===== src/hdl/assert_macros.svh =====
// Assertion helpers for the mailbox register core.
// ASSERT_RST checks a property on every rising edge outside reset.
// ASSERT_CLK checks a property on every rising edge, reset included.
`ifndef ASSERT_MACROS_SVH
`define ASSERT_MACROS_SVH

`ifndef SYNTHESIS

`define ASSERT_RST(label, clk, rstn, prop) \
    label: assert property (@(posedge clk) disable iff (!(rstn)) (prop)) \
        else $error("assertion failed");

`define ASSERT_CLK(label, clk, prop) \
    label: assert property (@(posedge clk) (prop)) \
        else $error("assertion failed");

`else

`define ASSERT_RST(label, clk, rstn, prop)

`define ASSERT_CLK(label, clk, prop)

`endif

`endif


===== src/hdl/mir_pkg.sv =====
package mir_pkg;

    localparam int DATA_W          = 32;
    localparam int SEL_W           = 4;
    localparam int ERR_W           = 2;
    localparam int SOURCE_BITS_DEF = 32;

    typedef logic [SEL_W-1:0] sel_t;
    typedef logic [ERR_W-1:0] err_t;
    typedef logic [2:0]       role_t;

    // Register map
    localparam sel_t REG_CTRL   = 4'd0;
    localparam sel_t REG_GEN0   = 4'd1;
    localparam sel_t REG_CLR0   = 4'd2;
    localparam sel_t REG_MASK0  = 4'd3;
    localparam sel_t REG_STAT0  = 4'd4;
    localparam sel_t REG_MSTAT0 = 4'd5;
    localparam sel_t REG_GEN1   = 4'd6;
    localparam sel_t REG_CLR1   = 4'd7;
    localparam sel_t REG_MASK1  = 4'd8;
    localparam sel_t REG_STAT1  = 4'd9;
    localparam sel_t REG_MSTAT1 = 4'd10;

    // Register role inside a bank
    localparam role_t ROLE_CTRL  = 3'd0;
    localparam role_t ROLE_GEN   = 3'd1;
    localparam role_t ROLE_CLR   = 3'd2;
    localparam role_t ROLE_MASK  = 3'd3;
    localparam role_t ROLE_STAT  = 3'd4;
    localparam role_t ROLE_MSTAT = 3'd5;
    localparam role_t ROLE_NONE  = 3'd6;

    // Access error codes
    localparam err_t ERR_OK      = 2'd0;
    localparam err_t ERR_WO_READ = 2'd1;
    localparam err_t ERR_RO_WRITE = 2'd2;
    localparam err_t ERR_NO_REG  = 2'd3;

    localparam logic KIND_WRITE = 1'b1;

    // Controller to datapath
    typedef struct packed {
        logic take;   // accept the input beat, update state, load result
    } mir_cmd_t;

endpackage


===== src/hdl/mir_ctrl.sv =====
module mir_ctrl (
    input  logic              aclk,
    input  logic              aresetn,
    input  logic              s_valid,
    output logic              s_ready,
    output logic              m_valid,
    input  logic              m_ready,
    output mir_pkg::mir_cmd_t cmd
);
    import mir_pkg::*;

    localparam logic ST_EMPTY = 1'b0;
    localparam logic ST_FULL  = 1'b1;

    logic state_reg;
    logic state_next;

    // Take a new beat when the result slot is empty or drains this cycle
    assign s_ready  = (state_reg == ST_EMPTY) || m_ready;
    assign cmd.take = s_valid && s_ready;
    assign m_valid  = (state_reg == ST_FULL);

    always_comb begin
        state_next = state_reg;
        unique case (state_reg)
            ST_EMPTY: begin
                if (cmd.take) state_next = ST_FULL;
            end
            ST_FULL: begin
                if (cmd.take)     state_next = ST_FULL;
                else if (m_ready) state_next = ST_EMPTY;
            end
            default: state_next = ST_EMPTY;
        endcase
    end

    always_ff @(posedge aclk) begin
        if (!aresetn) begin
            state_reg <= ST_EMPTY;
        end else begin
            state_reg <= state_next;
        end
    end

endmodule


===== src/hdl/mir_datapath.sv =====
module mir_datapath #(
    parameter int SOURCE_BITS = mir_pkg::SOURCE_BITS_DEF
) (
    input  logic                      aclk,
    input  logic                      aresetn,
    input  mir_pkg::mir_cmd_t         cmd,
    input  logic                      s_kind,
    input  logic [mir_pkg::SEL_W-1:0] s_reg_select,
    input  logic [mir_pkg::DATA_W-1:0] s_write_data,
    output logic [mir_pkg::DATA_W-1:0] m_read_data,
    output logic [mir_pkg::ERR_W-1:0] m_access_error,
    output logic                      m_doorbell_set,
    output logic                      m_doorbell_clear,
    output logic [mir_pkg::DATA_W-1:0] m_host_pending
);
    import mir_pkg::*;

    typedef logic [SOURCE_BITS-1:0] src_t;

    localparam src_t ALL_ONES = '1;

    // Architectural state
    logic [DATA_W-1:0] ctrl_reg, ctrl_next;
    src_t gen_reg  [2], gen_next  [2];
    src_t clr_reg  [2], clr_next  [2];
    src_t mask_reg [2], mask_next [2];
    src_t stat_reg [2], stat_next [2];
    src_t en_reg   [2], en_next   [2];

    // Result register
    logic [DATA_W-1:0] rd_reg, rd_next;
    err_t              err_reg, err_next;
    logic              dset_reg, dset_next;
    logic              dclr_reg, dclr_next;
    logic [DATA_W-1:0] host_reg, host_next;

    role_t role;
    logic  bank;
    logic  wr;
    src_t  v;
    src_t  hit;

    always_comb begin
        unique case (s_reg_select) inside
            REG_CTRL:              role = ROLE_CTRL;
            REG_GEN0, REG_GEN1:    role = ROLE_GEN;
            REG_CLR0, REG_CLR1:    role = ROLE_CLR;
            REG_MASK0, REG_MASK1:  role = ROLE_MASK;
            REG_STAT0, REG_STAT1:  role = ROLE_STAT;
            REG_MSTAT0, REG_MSTAT1: role = ROLE_MSTAT;
            default:               role = ROLE_NONE;
        endcase
    end

    assign bank = (s_reg_select > REG_MSTAT0);
    assign wr   = (s_kind == KIND_WRITE);
    assign v    = s_write_data[SOURCE_BITS-1:0];

    always_comb begin
        ctrl_next = ctrl_reg;
        rd_next   = '0;
        err_next  = ERR_OK;
        dset_next = 1'b0;
        dclr_next = 1'b0;
        hit       = '0;

        for (int b = 0; b < 2; b++) begin
            gen_next[b]  = gen_reg[b];
            clr_next[b]  = clr_reg[b];
            mask_next[b] = mask_reg[b];
            stat_next[b] = stat_reg[b];
            en_next[b]   = en_reg[b];
        end

        // Error codes
        if (role == ROLE_NONE) begin
            err_next = ERR_NO_REG;
        end else if (!wr && role == ROLE_CLR) begin
            err_next = ERR_WO_READ;
        end else if (wr && (role == ROLE_STAT || role == ROLE_MSTAT)) begin
            err_next = ERR_RO_WRITE;
        end

        if (!wr) begin
            case (role)
                ROLE_CTRL:  rd_next = ctrl_reg;
                ROLE_GEN:   rd_next = DATA_W'(gen_reg[bank]);
                ROLE_MASK:  rd_next = DATA_W'(mask_reg[bank]);
                ROLE_STAT:  rd_next = DATA_W'(stat_reg[bank]);
                ROLE_MSTAT: rd_next = DATA_W'(en_reg[bank]);
                default:    rd_next = '0;
            endcase
        end else if (role == ROLE_CTRL) begin
            ctrl_next = s_write_data;
        end else begin
            for (int b = 0; b < 2; b++) begin
                if (bank == 1'(b)) begin
                    case (role)
                        ROLE_GEN: begin
                            hit          = v & en_reg[b];
                            stat_next[b] = v;
                            gen_next[b]  = v;
                            if (|(hit & clr_reg[b])) begin
                                clr_next[b] = clr_reg[b] & ~hit;
                                if (b == 0) dset_next = 1'b1;
                            end
                        end
                        ROLE_CLR: begin
                            gen_next[b]  = gen_reg[b] & ~v;
                            stat_next[b] = stat_reg[b] & ~v;
                            clr_next[b]  = clr_reg[b] | v;
                            if (b == 0) dclr_next = 1'b1;
                        end
                        ROLE_MASK: begin
                            mask_next[b] = v;
                            en_next[b]   = ~v;
                        end
                        default: ;
                    endcase
                end
            end
        end

        host_next = DATA_W'(stat_next[1] & en_next[1]);
    end

    always_ff @(posedge aclk) begin
        if (!aresetn) begin
            ctrl_reg <= '0;
            for (int b = 0; b < 2; b++) begin
                gen_reg[b]  <= '0;
                clr_reg[b]  <= ALL_ONES;
                mask_reg[b] <= '0;
                stat_reg[b] <= '0;
                en_reg[b]   <= ALL_ONES;
            end
        end else if (cmd.take) begin
            ctrl_reg <= ctrl_next;
            for (int b = 0; b < 2; b++) begin
                gen_reg[b]  <= gen_next[b];
                clr_reg[b]  <= clr_next[b];
                mask_reg[b] <= mask_next[b];
                stat_reg[b] <= stat_next[b];
                en_reg[b]   <= en_next[b];
            end
        end
    end

    // Result payload needs no reset
    always_ff @(posedge aclk) begin
        if (cmd.take) begin
            rd_reg   <= rd_next;
            err_reg  <= err_next;
            dset_reg <= dset_next;
            dclr_reg <= dclr_next;
            host_reg <= host_next;
        end
    end

    assign m_read_data      = rd_reg;
    assign m_access_error   = err_reg;
    assign m_doorbell_set   = dset_reg;
    assign m_doorbell_clear = dclr_reg;
    assign m_host_pending   = host_reg;

endmodule


===== src/hdl/mailbox_interrupt_registers_core.sv =====
// Mailbox interrupt register core: takes one register access per beat (read or
// write, a 4-bit register select and 32-bit write data) and returns one result
// beat with read data, an access error code, the device doorbell set/clear
// pulses and the host pending word (host status AND host mask-status after the
// access). The register update and the result are computed in the same cycle
// the input beat is accepted and the result lands in a single output register,
// which sets the rate. A new access is accepted every cycle as long as the
// result register is empty or drains in that cycle, so the sustained rate is
// one beat per cycle while m_ready stays high. All register-file state is in
// flip-flops that reset sets directly to the post-init values (clear and
// mask-status all ones, everything else zero); there is no clearing pass.
// SOURCE_BITS sets how many interrupt sources each bank word holds; upper bits
// read back as zero and are ignored on writes to bank registers.
`include "assert_macros.svh"

module mailbox_interrupt_registers_core #(
    parameter int SOURCE_BITS = mir_pkg::SOURCE_BITS_DEF
) (
    input  logic                       aclk,
    input  logic                       aresetn,
    input  logic                       s_valid,
    output logic                       s_ready,
    input  logic                       s_kind,
    input  logic [mir_pkg::SEL_W-1:0]  s_reg_select,
    input  logic [mir_pkg::DATA_W-1:0] s_write_data,
    output logic                       m_valid,
    input  logic                       m_ready,
    output logic [mir_pkg::DATA_W-1:0] m_read_data,
    output logic [mir_pkg::ERR_W-1:0]  m_access_error,
    output logic                       m_doorbell_set,
    output logic                       m_doorbell_clear,
    output logic [mir_pkg::DATA_W-1:0] m_host_pending
);
    import mir_pkg::*;

    mir_cmd_t cmd;

    // Handshake control: one result slot, refilled as it drains
    mir_ctrl u_ctrl (
        .aclk    (aclk),
        .aresetn (aresetn),
        .s_valid (s_valid),
        .s_ready (s_ready),
        .m_valid (m_valid),
        .m_ready (m_ready),
        .cmd     (cmd)
    );

    // Register file, access decode and result register
    mir_datapath #(
        .SOURCE_BITS (SOURCE_BITS)
    ) u_datapath (
        .aclk             (aclk),
        .aresetn          (aresetn),
        .cmd              (cmd),
        .s_kind           (s_kind),
        .s_reg_select     (s_reg_select),
        .s_write_data     (s_write_data),
        .m_read_data      (m_read_data),
        .m_access_error   (m_access_error),
        .m_doorbell_set   (m_doorbell_set),
        .m_doorbell_clear (m_doorbell_clear),
        .m_host_pending   (m_host_pending)
    );

    // A clear write and a generate write are distinct accesses: never both pulses
    `ASSERT_RST(a_doorbell_excl, aclk, aresetn, m_valid |-> !(m_doorbell_set && m_doorbell_clear))

    // Failed accesses return zero data
    `ASSERT_RST(a_err_zero_data, aclk, aresetn, (m_valid && m_access_error != ERR_OK) |-> (m_read_data == '0))

    // An accepted beat always produces a result on the next cycle
    `ASSERT_RST(a_take_fills, aclk, aresetn, (aresetn && s_valid && s_ready) |=> m_valid)

endmodule


===== config.mk =====
export PLATFORM = sky130hd
export DESIGN_NAME = mailbox_interrupt_registers_core
export DESIGN_NICKNAME = d
export VERILOG_FILES = /design/src/hdl/mir_pkg.sv /design/src/hdl/mir_ctrl.sv /design/src/hdl/mir_datapath.sv /design/src/hdl/mailbox_interrupt_registers_core.sv
export VERILOG_INCLUDE_DIRS = /design/src /design/src/hdl
export SDC_FILE = /design/constraint.sdc
export NUM_CORES = 1
export LEC_CHECK = 0
export BUFFER_PORTS_ARGS = -buffer_cell sky130_fd_sc_hd__buf_2
export CAP_MARGIN = 5
export CORE_MARGIN = 2
export CORE_UTILIZATION = 25
export DETAILED_ROUTE_END_ITERATION = 6
export PLACE_DENSITY = 0.39
export SLEW_MARGIN = 0
export SYNTH_ARGS = -nofsm -noshare
export SYNTH_HDL_FRONTEND = slang
export SYNTH_SLANG_ARGS = --single-unit

===== constraint.sdc =====
create_clock -name aclk -period 15.1 [get_ports aclk]
set_clock_uncertainty 0.2 [all_clocks]
set_input_delay 3.775 -clock aclk [delete_from_list [all_inputs] [get_ports aclk]]
set_output_delay 3.775 -clock aclk [all_outputs]
set_load 0.02 [all_outputs]

==> results.sh, run 1 <==
export IMPL_crit_required_ns=11.12
export IMPL_critPathTopFamily="buffers and inverters"
export IMPL_grt_overflow=0
export IMPL_grt_max_degree=81
export IMPL_cp_slowest_stage_delay_ns=0.27
export IMPL_finalCritPeriodShare=0.5530
export IMPL_place_area_um2=21140
export IMPL_start_kind="input pin"
export IMPL_numCtsBuffers=49
export IMPL_synth_cell_area_um2=19700
export IMPL_ys_seq_area_frac=0.5762
export IMPL_drive_above_1_share=0.1587
export IMPL_async_flop_share=0
export IMPL_ctsResizeCount=0
export IMPL_wl_um=70250
export IMPL_rsz0062_at_grt="false"
export IMPL_postCtsHoldBufs=0
export IMPL_cp_slowest_cell="nand2b_1"
export IMPL_final_setup_viol_count=0
export IMPL_fin_util=0.2926
export IMPL_reg2regPathDepth=5
export IMPL_dieArea_um2=81060
export IMPL_preCtsSetupSlack_ns=6.755
export IMPL_leakagePower_nw=7.888
export IMPL_dp_hpwl_um=39070
export IMPL_finalMaxSlewViolations=0
export IMPL_fin_ws_ns=6.750
export IMPL_outcome="completed"
export IMPL_synth_top_area_share=0.5427
export IMPL_htreeDepth=2
export IMPL_syn_num_nets=1761
export IMPL_synth_edff_count=356
export IMPL_setup_tns_ns=0
export IMPL_antenna_found_initial=7
export IMPL_chipHeight_um=284.7
export IMPL_cts_root_buf="clkbuf_16"
export IMPL_grt_total_usage=0.1693
export IMPL_synthTopCellsByArea="edfxtp_1 54%, nand2_1 5.6%, mux2i_1 4.9%"
export IMPL_critical_path_arrival_ns=4.38
export IMPL_hold_violations=0
export IMPL_ir_drop_mv=0.07501
export IMPL_whs_ns=0.2508
export IMPL_postSynthCellCount=1720
export IMPL_place_congestion=0.7200
export IMPL_clock_fmax_mhz=119.8
export IMPL_port_buffer_count=110
export IMPL_placed_cells_incl_taps=2738
export IMPL_coreArea_um2=77720
export IMPL_grt_pass1_wl_um=101400
export IMPL_start_util=0.2535
export IMPL_area_delta_synth_final_pct=15.43
export IMPL_drv_cap=0
export IMPL_crit_type="in -> out"
export IMPL_clk_latency_ns=0.60
export IMPL_synth_seq_cells=389
export IMPL_yosysWarnings=0
export IMPL_fin_crit_ns=8.350
export IMPL_cts_sinks=389
export IMPL_viasPerCell=5.136
export IMPL_ys_types=57
export IMPL_drtAntennaViolNets=0
export IMPL_final_cell_area_um2=22740
export IMPL_holdCritPathClass="reg -> reg"
export IMPL_cts_buffer_depth=3
export IMPL_holdPathStages=2
export IMPL_crit_buf_inv=2
export IMPL_vias=14550
export IMPL_synth_ff_type="edfxtp_1"
export IMPL_power_mw=2.716
export IMPL_max_slew_margin_rel=0.2129
export IMPL_wl_per_cell_um=24.80
export IMPL_clkSlewWorstSetupHoldPaths_ns=0.05
export IMPL_drc=0
export IMPL_critPathMaxFanout=8
export IMPL_drt_iter0_drc=1312
export IMPL_synth_most_common_cell="edfxtp_1"
export IMPL_stdcell_count=2833
export IMPL_yosys_area_top_type="edfxtp_1"
export IMPL_pin_count=111
export IMPL_fin_nets=1790
export IMPL_drt_first_pass_iters=6
export IMPL_die_x_um=284.7
export IMPL_end_kind="output port"
export IMPL_first_global_vias=14300
export IMPL_crit_top_cell="buf_2"
export IMPL_fillers=7975
export IMPL_cts_tree="yes"
export IMPL_pwr_density_cell_nw_per_um2=119.4
export IMPL_path_cells="buf_2, nand2b_1, buf_2"
export IMPL_num_rows=102
export IMPL_syn_area_per_cell_um2=11.45
export IMPL_postCtsSetupRepairBufs=0
export IMPL_synthTopCellsByCount="356 x edfxtp_1, 295 x nand2_1, 162 x a21oi_1, 100 x o21ai_0, 99 x nand3b_1"
export IMPL_cp_num_cells=3
export IMPL_worst_slew_pin_slew_ns=1.181
[worst paths after layout]
check / start / end / slack (ns)
worst max-delay path: m_ready / s_ready / 6.75
worst min-delay path: u_datapath.ctrl_reg[4] / u_datapath.ctrl_reg[4] / 0.25
worst max register to register: u_datapath.en_reg[0][25] / u_datapath.clr_reg[0][5] / 12.01
worst min register to register: u_datapath.ctrl_reg[4] / u_datapath.ctrl_reg[4] / 0.25
[power breakdown]
| part | switching, mW | internal (mW) |
|---|---|---|
| Sequential | 0.0269 | 1.23 |
| Combinational | 0.194 | 0.0779 |
| Clock | 0.482 | 0.703 |
| Total | 0.703 | 2.01 |
[worst reg2reg max path, delay by kind of cell, from the launching register on]
| family | cells | cell delay, ns |
|---|---|---|
| AND/OR/NAND/NOR | 3 | 1.29 |
| AO/OA/AOI/OAI | 1 | 0.51 |
| flip-flops | 1 | 0.42 |
| buffers and inverters | 1 | 0.38 |
[cells in the final DEF, fill, tap and decap left out, types with 33 or more instances in the layout]
cell type,instances
edfxtp_1,356
nand2_1,293
a21oi_1,162
buf_2,110
nand3b_1,99
o21ai_0,98
mux2i_1,96
clkbuf_16,51
buf_4,37
a32o_1,33
nor2b_1,33
dfxtp_1,33
[layout make-up]
cell class              count  area (µm²)  share of cell area
repair buffers            147       828.3             0.03643
well taps                1040        1301             0.05723
clock buffers              67        1376             0.06053
flip-flops and latches    389       11350              0.4992
diodes                      3       7.507           0.0003302
inverters                   3       12.51           0.0005503
multi-input cells        1159        7645              0.3362
clock inverters            25       216.5            0.009520
[layer usage]
| layer | vias up | share of wire | track usage |
|---|---|---|---|
| met4 | 8 | 0.022 | 0.04316 |
| met3 | 86 | 0.058 | 0.03090 |
| li1 | 6598 | - | - |
| met5 | - | 0.00091 | 0 |
| met1 | 7431 | 0.49 | 0.2506 |
| met2 | 426 | 0.43 | 0.2524 |
[kinds of logic (layout without fill, tap and decap cells)]
| group | count (synthesis) | count (layout) | synth area share |
|---|---|---|---|
| simple gates | 525 | 525 | 0.1350 |
| compound gates | 536 | 536 | 0.1951 |
| flops | 389 | 389 | 0.5762 |
| other cells | 0 | 3 | 0 |
| xor+xnor | 2 | 2 | 0.0008894 |
| buf+inv | 172 | 242 | 0.04408 |
| mux | 96 | 96 | 0.04878 |
No activity file was read; power rests on OpenSTA's default activity.
==> run 2: changes to the inputs <==
==> constraint.sdc (replaced) <==
create_clock -name aclk -period 8.3 [get_ports aclk]
set_clock_uncertainty 0.2 [all_clocks]
set_input_delay 2.075 -clock aclk [delete_from_list [all_inputs] [get_ports aclk]]
set_output_delay 2.075 -clock aclk [all_outputs]
set_load 0.02 [all_outputs]
==> run 2 against run 1 <==
Compared with the run above:
- largest cell class unchanged
- power is 81% higher
- die area stayed put
- largest power group unchanged
- sequential share of layout area hardly changed
- final area hardly changed
- clock power is 80% higher
- sequential cell count stayed put
- worst setup slack worse by 3.7 ns
- register-to-register slack worse by 7.0 ns
- hold slack better by 0.00068 ns
==> results.sh, run 2 (synthesized netlist as in run 1, its figures left out) <==
export IMPL_busiest_layer="met2"
export IMPL_ctsResizeCount=0
export IMPL_p_switching_mw=1.275
export IMPL_holdPathEnd="u_datapath.ctrl_reg[28]"
export IMPL_drt_first_pass_iters=5
export IMPL_drive_above_1_share=0.1576
export IMPL_dp_hpwl_um=40840
export IMPL_holdPathStages=2
export IMPL_pin_count=111
export IMPL_postCtsSetupRepairBufs=0
export IMPL_start_kind="input pin"
export IMPL_fin_nets=1787
export IMPL_critical_path_arrival_ns=5.31
export IMPL_timing_rr_start="u_ctrl.m_valid"
export IMPL_viasPerCell=5.100
export IMPL_vias=14410
export IMPL_wl_per_cell_um=24.61
export IMPL_htreeDepth=2
export IMPL_cts_tree="yes"
export IMPL_cts_buffer_depth=3
export IMPL_numCtsBuffers=49
export IMPL_postCtsHoldBufs=0
export IMPL_die_x_um=284.7
export IMPL_rrSetupSlack_ns=5.02
export IMPL_rsz0062_at_grt="false"
export IMPL_cts_sinks=389
export IMPL_leakagePower_nw=7.871
export IMPL_ir_drop_mv=0.1224
export IMPL_first_global_vias=14130
export IMPL_num_rows=102
export IMPL_drt_iter0_drc=1265
export IMPL_r2r_end="u_datapath.en_reg[0][10]"
export IMPL_crit_type="in -> reg"
export IMPL_met2_usage=0.2621
export IMPL_end_kind="register"
export IMPL_wl_um=69540
export IMPL_reg2regPathDepth=4
export IMPL_sequentialPowerShare=0.467
export IMPL_worst_slew_pin_slew_ns=1.260
export IMPL_critPathMaxFanout=36
export IMPL_final_setup_viol_count=0
export IMPL_p_sw_frac=0.2600
export IMPL_holdCritPathClass="reg -> reg"
export IMPL_crit_required_ns=8.32
export IMPL_antenna_found_initial=8
export IMPL_power_mw=4.906
export IMPL_fillers=7992
export IMPL_clk_latency_ns=0.59
export IMPL_clock_fmax_mhz=189.0
export IMPL_grt_max_degree=74
export IMPL_outcome="completed"
export IMPL_pwr_density_cell_nw_per_um2=215.9
export IMPL_hold_violations=0
export IMPL_final_common_cell="edfxtp_1"
export IMPL_port_buffer_count=110
export IMPL_most_common_layout_cells="356 x edfxtp_1, 293 x nand2_1, 162 x a21oi_1"
export IMPL_grt_use_met1=0.2456
export IMPL_grtUsageMet3=0.02464
export IMPL_cts_root_buf="clkbuf_16"
export IMPL_combPwrFrac=0.101
export IMPL_grt_total_usage=0.1688
export IMPL_drtAntennaViolNets=0
export IMPL_coreArea_um2=77720
export IMPL_fin_crit_ns=5.290
export IMPL_finalCritPeriodShare=0.6374
export IMPL_chipHeight_um=284.7
export IMPL_drc=0
export IMPL_start_util=0.2535
export IMPL_finalMaxSlewViolations=0
export IMPL_drv_cap=0
export IMPL_setup_tns_ns=0
export IMPL_area_delta_synth_final_pct=15.33
export IMPL_place_congestion=0.7323
export IMPL_grt_overflow=0
export IMPL_pwr_share_clk=0.432
export IMPL_dieArea_um2=81060
export IMPL_p_int_mw=3.631
export IMPL_clkSlewWorstSetupHoldPaths_ns=0.05
export IMPL_holdCritStartpoint="u_datapath.ctrl_reg[28]"
export IMPL_max_slew_margin_rel=0.1600
export IMPL_grt_pass1_wl_um=101700
-- run 2: layout make-up --
cell class                      instances  area [µm²]  area share
Sequential cell                       389       11350      0.4996
Multi-Input combinational cell       1159        7645      0.3365
Tap cell                             1040        1301     0.05728
Clock buffer                           61        1281     0.05639
Timing Repair Buffer                  144       865.8     0.03811
Clock inverter                         27       257.7     0.01134
Inverter                                3       12.51   0.0005507
Antenna cell                            2       5.005   0.0002203
-- run 2: how the worst max path moves through the flow --
stage,start,to,slack (ns),cells after the start
floorplan,s_reg_select[0],u_datapath.en_reg[0][0],2.11,6
global placement,s_reg_select[0],u_datapath.stat_reg[0][10],2.41,7
detailed placement,s_reg_select[0],u_datapath.stat_reg[0][10],2.25,7
CTS,s_reg_select[0],u_datapath.gen_reg[0][10],2.89,7
global route,s_reg_select[0],u_datapath.gen_reg[0][10],2.68,7
finish,s_reg_select[0],u_datapath.gen_reg[0][10],3.01,7
-- run 2: power groups by stage --
| stage | clock (mW) | sequential [mW] | combinational (mW) |
|---|---|---|---|
| 6_report | 2.12 | 2.29 | 0.495 |
| 5_1_grt | 2.25 | 2.30 | 0.537 |
| 4_1_cts | 2.18 | 2.29 | 0.506 |
| 3_5_place_dp | 0 | 2.33 | 0.504 |
| 3_3_place_gp | 0 | 2.33 | 0.496 |
| 2_1_floorplan | 0 | 2.35 | 0.277 |
-- run 2: metrics by stage --
stage / setup slack [ns] / util / hold WS (ns) / cell area [µm²] / cells
floorplan: 2.107 / - / 0.2353 / 19700 / 1720
global placement: 2.408 / 0.2714 / 0.2401 / 21090 / 2732
detailed placement: 2.250 / 0.2724 / 0.2451 / 21180 / 2735
CTS: 2.886 / 0.2923 / 0.2533 / 22710 / 2823
global route: 2.685 / 0.2923 / 0.2721 / 22710 / 2823
finish: 3.010 / 0.2923 / 0.2514 / 22720 / 2825
-- run 2: per-layer routing --
layer | part of all wire | vias to the layer above
met2 | 0.45 | 398
met3 | 0.049 | 82
met5 | 0.00070 | -
li1 | - | 6598
met1 | 0.48 | 7322
met4 | 0.017 | 8
-- run 2: critical path, stage by stage --
cell,delay [ns]
buf_2,0.33
buf_4,0.35
or3_1,0.76
nand4b_1,0.29
a211o_1,0.41
nand2_4,0.45
buf_4,0.53
==> run 3: changes to the inputs <==
--- a/config.mk
+++ b/config.mk
@@ -6,12 +6,13 @@
 export SDC_FILE = /design/constraint.sdc
 export NUM_CORES = 1
 export LEC_CHECK = 0
+export ABC_AREA = 1
 export BUFFER_PORTS_ARGS = -buffer_cell sky130_fd_sc_hd__buf_2
 export CAP_MARGIN = 5
 export CORE_MARGIN = 2
 export CORE_UTILIZATION = 25
 export DETAILED_ROUTE_END_ITERATION = 6
-export PLACE_DENSITY = 0.39
+export PLACE_DENSITY = 0.41
 export SLEW_MARGIN = 0
 export SYNTH_ARGS = -nofsm -noshare
 export SYNTH_HDL_FRONTEND = slang
==> constraint.sdc (replaced) <==
create_clock -name aclk -period 4.29 [get_ports aclk]
set_clock_uncertainty 0.2 [all_clocks]
set_input_delay 1.0725 -clock aclk [delete_from_list [all_inputs] [get_ports aclk]]
set_output_delay 1.0725 -clock aclk [all_outputs]
set_load 0.02 [all_outputs]
==> run 3 against run 2 <==
Compared with the run above:
- wire length decreased by 4.2%
- power increased by 96%
- register-to-register slack got worse by 3.5 ns
- via count is 6.7% higher
- die area fell by 3.6%
- final area fell by 0.98%
- hold slack gained 0.091 ns
- global-route usage hardly changed
- sequential power increased by 96%
- worst setup slack worse by 1.9 ns
- non-clock buffer count increased by 28
- sequential share of layout area up 0.49 points
==> results.sh, run 3 <==
export IMPL_drc=0
export IMPL_numCtsBuffers=47
export IMPL_cts_root_buf="clkbuf_16"
export IMPL_final_setup_viol_count=0
export IMPL_clkSlewWorstSetupHoldPaths_ns=0.05
export IMPL_crit_type="in -> reg"
export IMPL_end_kind="register"
export IMPL_htreeDepth=2
export IMPL_synthTopCellsByCount="761 x nand2_1, 356 x edfxtp_1, 190 x a21oi_1, 137 x nand3_1, 137 x o21ai_0"
export IMPL_dp_hpwl_um=40690
export IMPL_crit_required_ns=4.36
export IMPL_pin_count=111
export IMPL_critPathMaxFanout=137
export IMPL_start_util=0.2512
export IMPL_syn_area_per_cell_um2=8.957
export IMPL_clk_latency_ns=0.59
export IMPL_drive_above_1_share=0.1248
export IMPL_fin_crit_ns=3.202
export IMPL_antenna_found_initial=2
export IMPL_fin_ws_ns=1.088
export IMPL_placed_cells_incl_taps=3135
export IMPL_synth_edff_count=356
export IMPL_cts_buffer_depth=3
export IMPL_vias=15380
export IMPL_rsz0062_at_grt="false"
export IMPL_fin_nets=2247
export IMPL_setup_tns_ns=0
export IMPL_ctsResizeCount=0
export IMPL_final_cell_area_um2=22500
export IMPL_start_kind="input pin"
export IMPL_fin_util=0.2977
export IMPL_place_area_um2=20940
export IMPL_postCtsHoldBufs=0
export IMPL_hold_violations=0
export IMPL_num_rows=101
export IMPL_ys_seq_area_frac=0.5980
export IMPL_grt_pass1_wl_um=99260
export IMPL_yosysWarnings=0
export IMPL_yosys_area_top_type="edfxtp_1"
export IMPL_synth_ff_type="edfxtp_1"
export IMPL_die_x_um=279.5
export IMPL_holdPathStages=2
export IMPL_grt_overflow=0
export IMPL_wl_per_cell_um=20.68
export IMPL_most_common_layout_cells="754 x nand2_1, 356 x edfxtp_1, 190 x a21oi_1"
export IMPL_drt_first_pass_iters=7
export IMPL_chipHeight_um=279.5
export IMPL_cts_sinks=389
export IMPL_ir_drop_mv=0.2556
export IMPL_cts_tree="yes"
export IMPL_place_congestion=0.7696
export IMPL_drt_iter0_drc=1241
export IMPL_finalMaxSlewViolations=0
export IMPL_clock_fmax_mhz=312.3
export IMPL_area_delta_synth_final_pct=18.52
export IMPL_worst_slew_pin_slew_ns=1.062
export IMPL_pwr_density_cell_nw_per_um2=426.7
export IMPL_dieArea_um2=78140
export IMPL_synth_seq_cells=389
export IMPL_drv_cap=0
export IMPL_drtAntennaViolNets=0
export IMPL_whs_ns=0.3429
export IMPL_regArea_um2=11350
export IMPL_fillers=8013
export IMPL_viasPerCell=4.773
export IMPL_synthTopCellsByArea="edfxtp_1 56%, nand2_1 15%, a21oi_1 5.0%"
export IMPL_preCtsSetupSlack_ns=0.4836
export IMPL_syn_num_nets=2160
export IMPL_synth_most_common_cell="nand2_1"
export IMPL_coreArea_um2=75570
export IMPL_leakagePower_nw=9.234
export IMPL_postCtsSetupRepairBufs=0
export IMPL_first_global_vias=15250
export IMPL_ys_types=28
export IMPL_reg2regPathDepth=6
export IMPL_holdCritPathClass="reg -> reg"
export IMPL_antenna_cells=0
export IMPL_max_slew_margin_rel=0.2894
export IMPL_port_buffer_count=110
export IMPL_finalCritPeriodShare=0.7464
export IMPL_stdcell_count=3222
export IMPL_postSynthCellCount=2119
export IMPL_synth_top_area_share=0.5632
export IMPL_async_flop_share=0
export IMPL_grt_total_usage=0.1684
export IMPL_multi_input_area_um2=6728
export IMPL_outcome="completed"
export IMPL_grt_max_degree=138
export IMPL_critical_path_arrival_ns=3.27
export IMPL_wl_um=66630
export IMPL_synth_cell_area_um2=18980
export IMPL_power_mw=9.599
export IMPL_final_common_cell="nand2_1"
-- run 3: changes by cell type in the layout (fill, tap and decap cells not counted), moves of 33 or more --
cell / before / now
mux2i_1: 96 / 0
o21ai_0: 98 / 134
o211ai_1: 2 / 36
a32o_1: 33 / 0
nor2_1: 5 / 93
inv_1: 2 / 119
nand3b_1: 99 / 0
nor2b_1: 33 / 0
nand3_1: 32 / 136
nand2_1: 293 / 754
-- run 3: routing by layer --
| metal | GRT usage | up-vias | wire length [µm] |
|---|---|---|---|
| met3 | 0.02677 | 96 | 3358 |
| met2 | 0.2834 | 432 | 31640 |
| met5 | 0 | - | 0 |
| li1 | - | 7395 | - |
| met1 | 0.2242 | 7457 | 30030 |
| met4 | 0.04621 | 0 | 1593 |
-- run 3: area by class of cell --
type	instances	share of cell area
clock buffers	64	0.05923
flip-flops and latches	389	0.5046
well taps	978	0.05439
repair buffers	172	0.05128
multi-input cells	1470	0.2991
inverters	126	0.02169
clock inverters	23	0.009789
-- run 3: power by group --
part | internal (mW) | leakage (nW) | switching, mW
logic | 0.263 | 4.75 | 0.786
clock network | 2.41 | 0.750 | 1.66
registers | 4.38 | 3.73 | 0.0997
total | 7.06 | 9.23 | 2.54
-- run 3: worst paths after layout --
kind,startpoint,to,slack [ns]
worst max-delay path,s_reg_select[1],u_datapath.gen_reg[1][6],1.09
worst min-delay path,u_datapath.ctrl_reg[22],u_datapath.ctrl_reg[22],0.34
worst max register to register,u_ctrl.m_valid,u_datapath.en_reg[0][6],1.54
worst min register to register,u_datapath.ctrl_reg[22],u_datapath.ctrl_reg[22],0.34
-- run 3: logic make-up (layout without fill, tap and decap cells) --
logic type | count (synthesis) | in the layout | share of synthesized area
DFF | 389 | 389 | 0.5980
AOI/OAI and AO/OA | 417 | 417 | 0.1187
and+or+nand+nor | 1053 | 1053 | 0.2264
buffers and inverters | 260 | 385 | 0.05689
-- run 3: critical path, stage by stage --
cell,delay (ns)
buf_2,0.14
nand2_1,0.19
nand2_8,0.25
buf_12,0.56
a21oi_1,0.22
nor2_4,0.46
buf_12,0.26
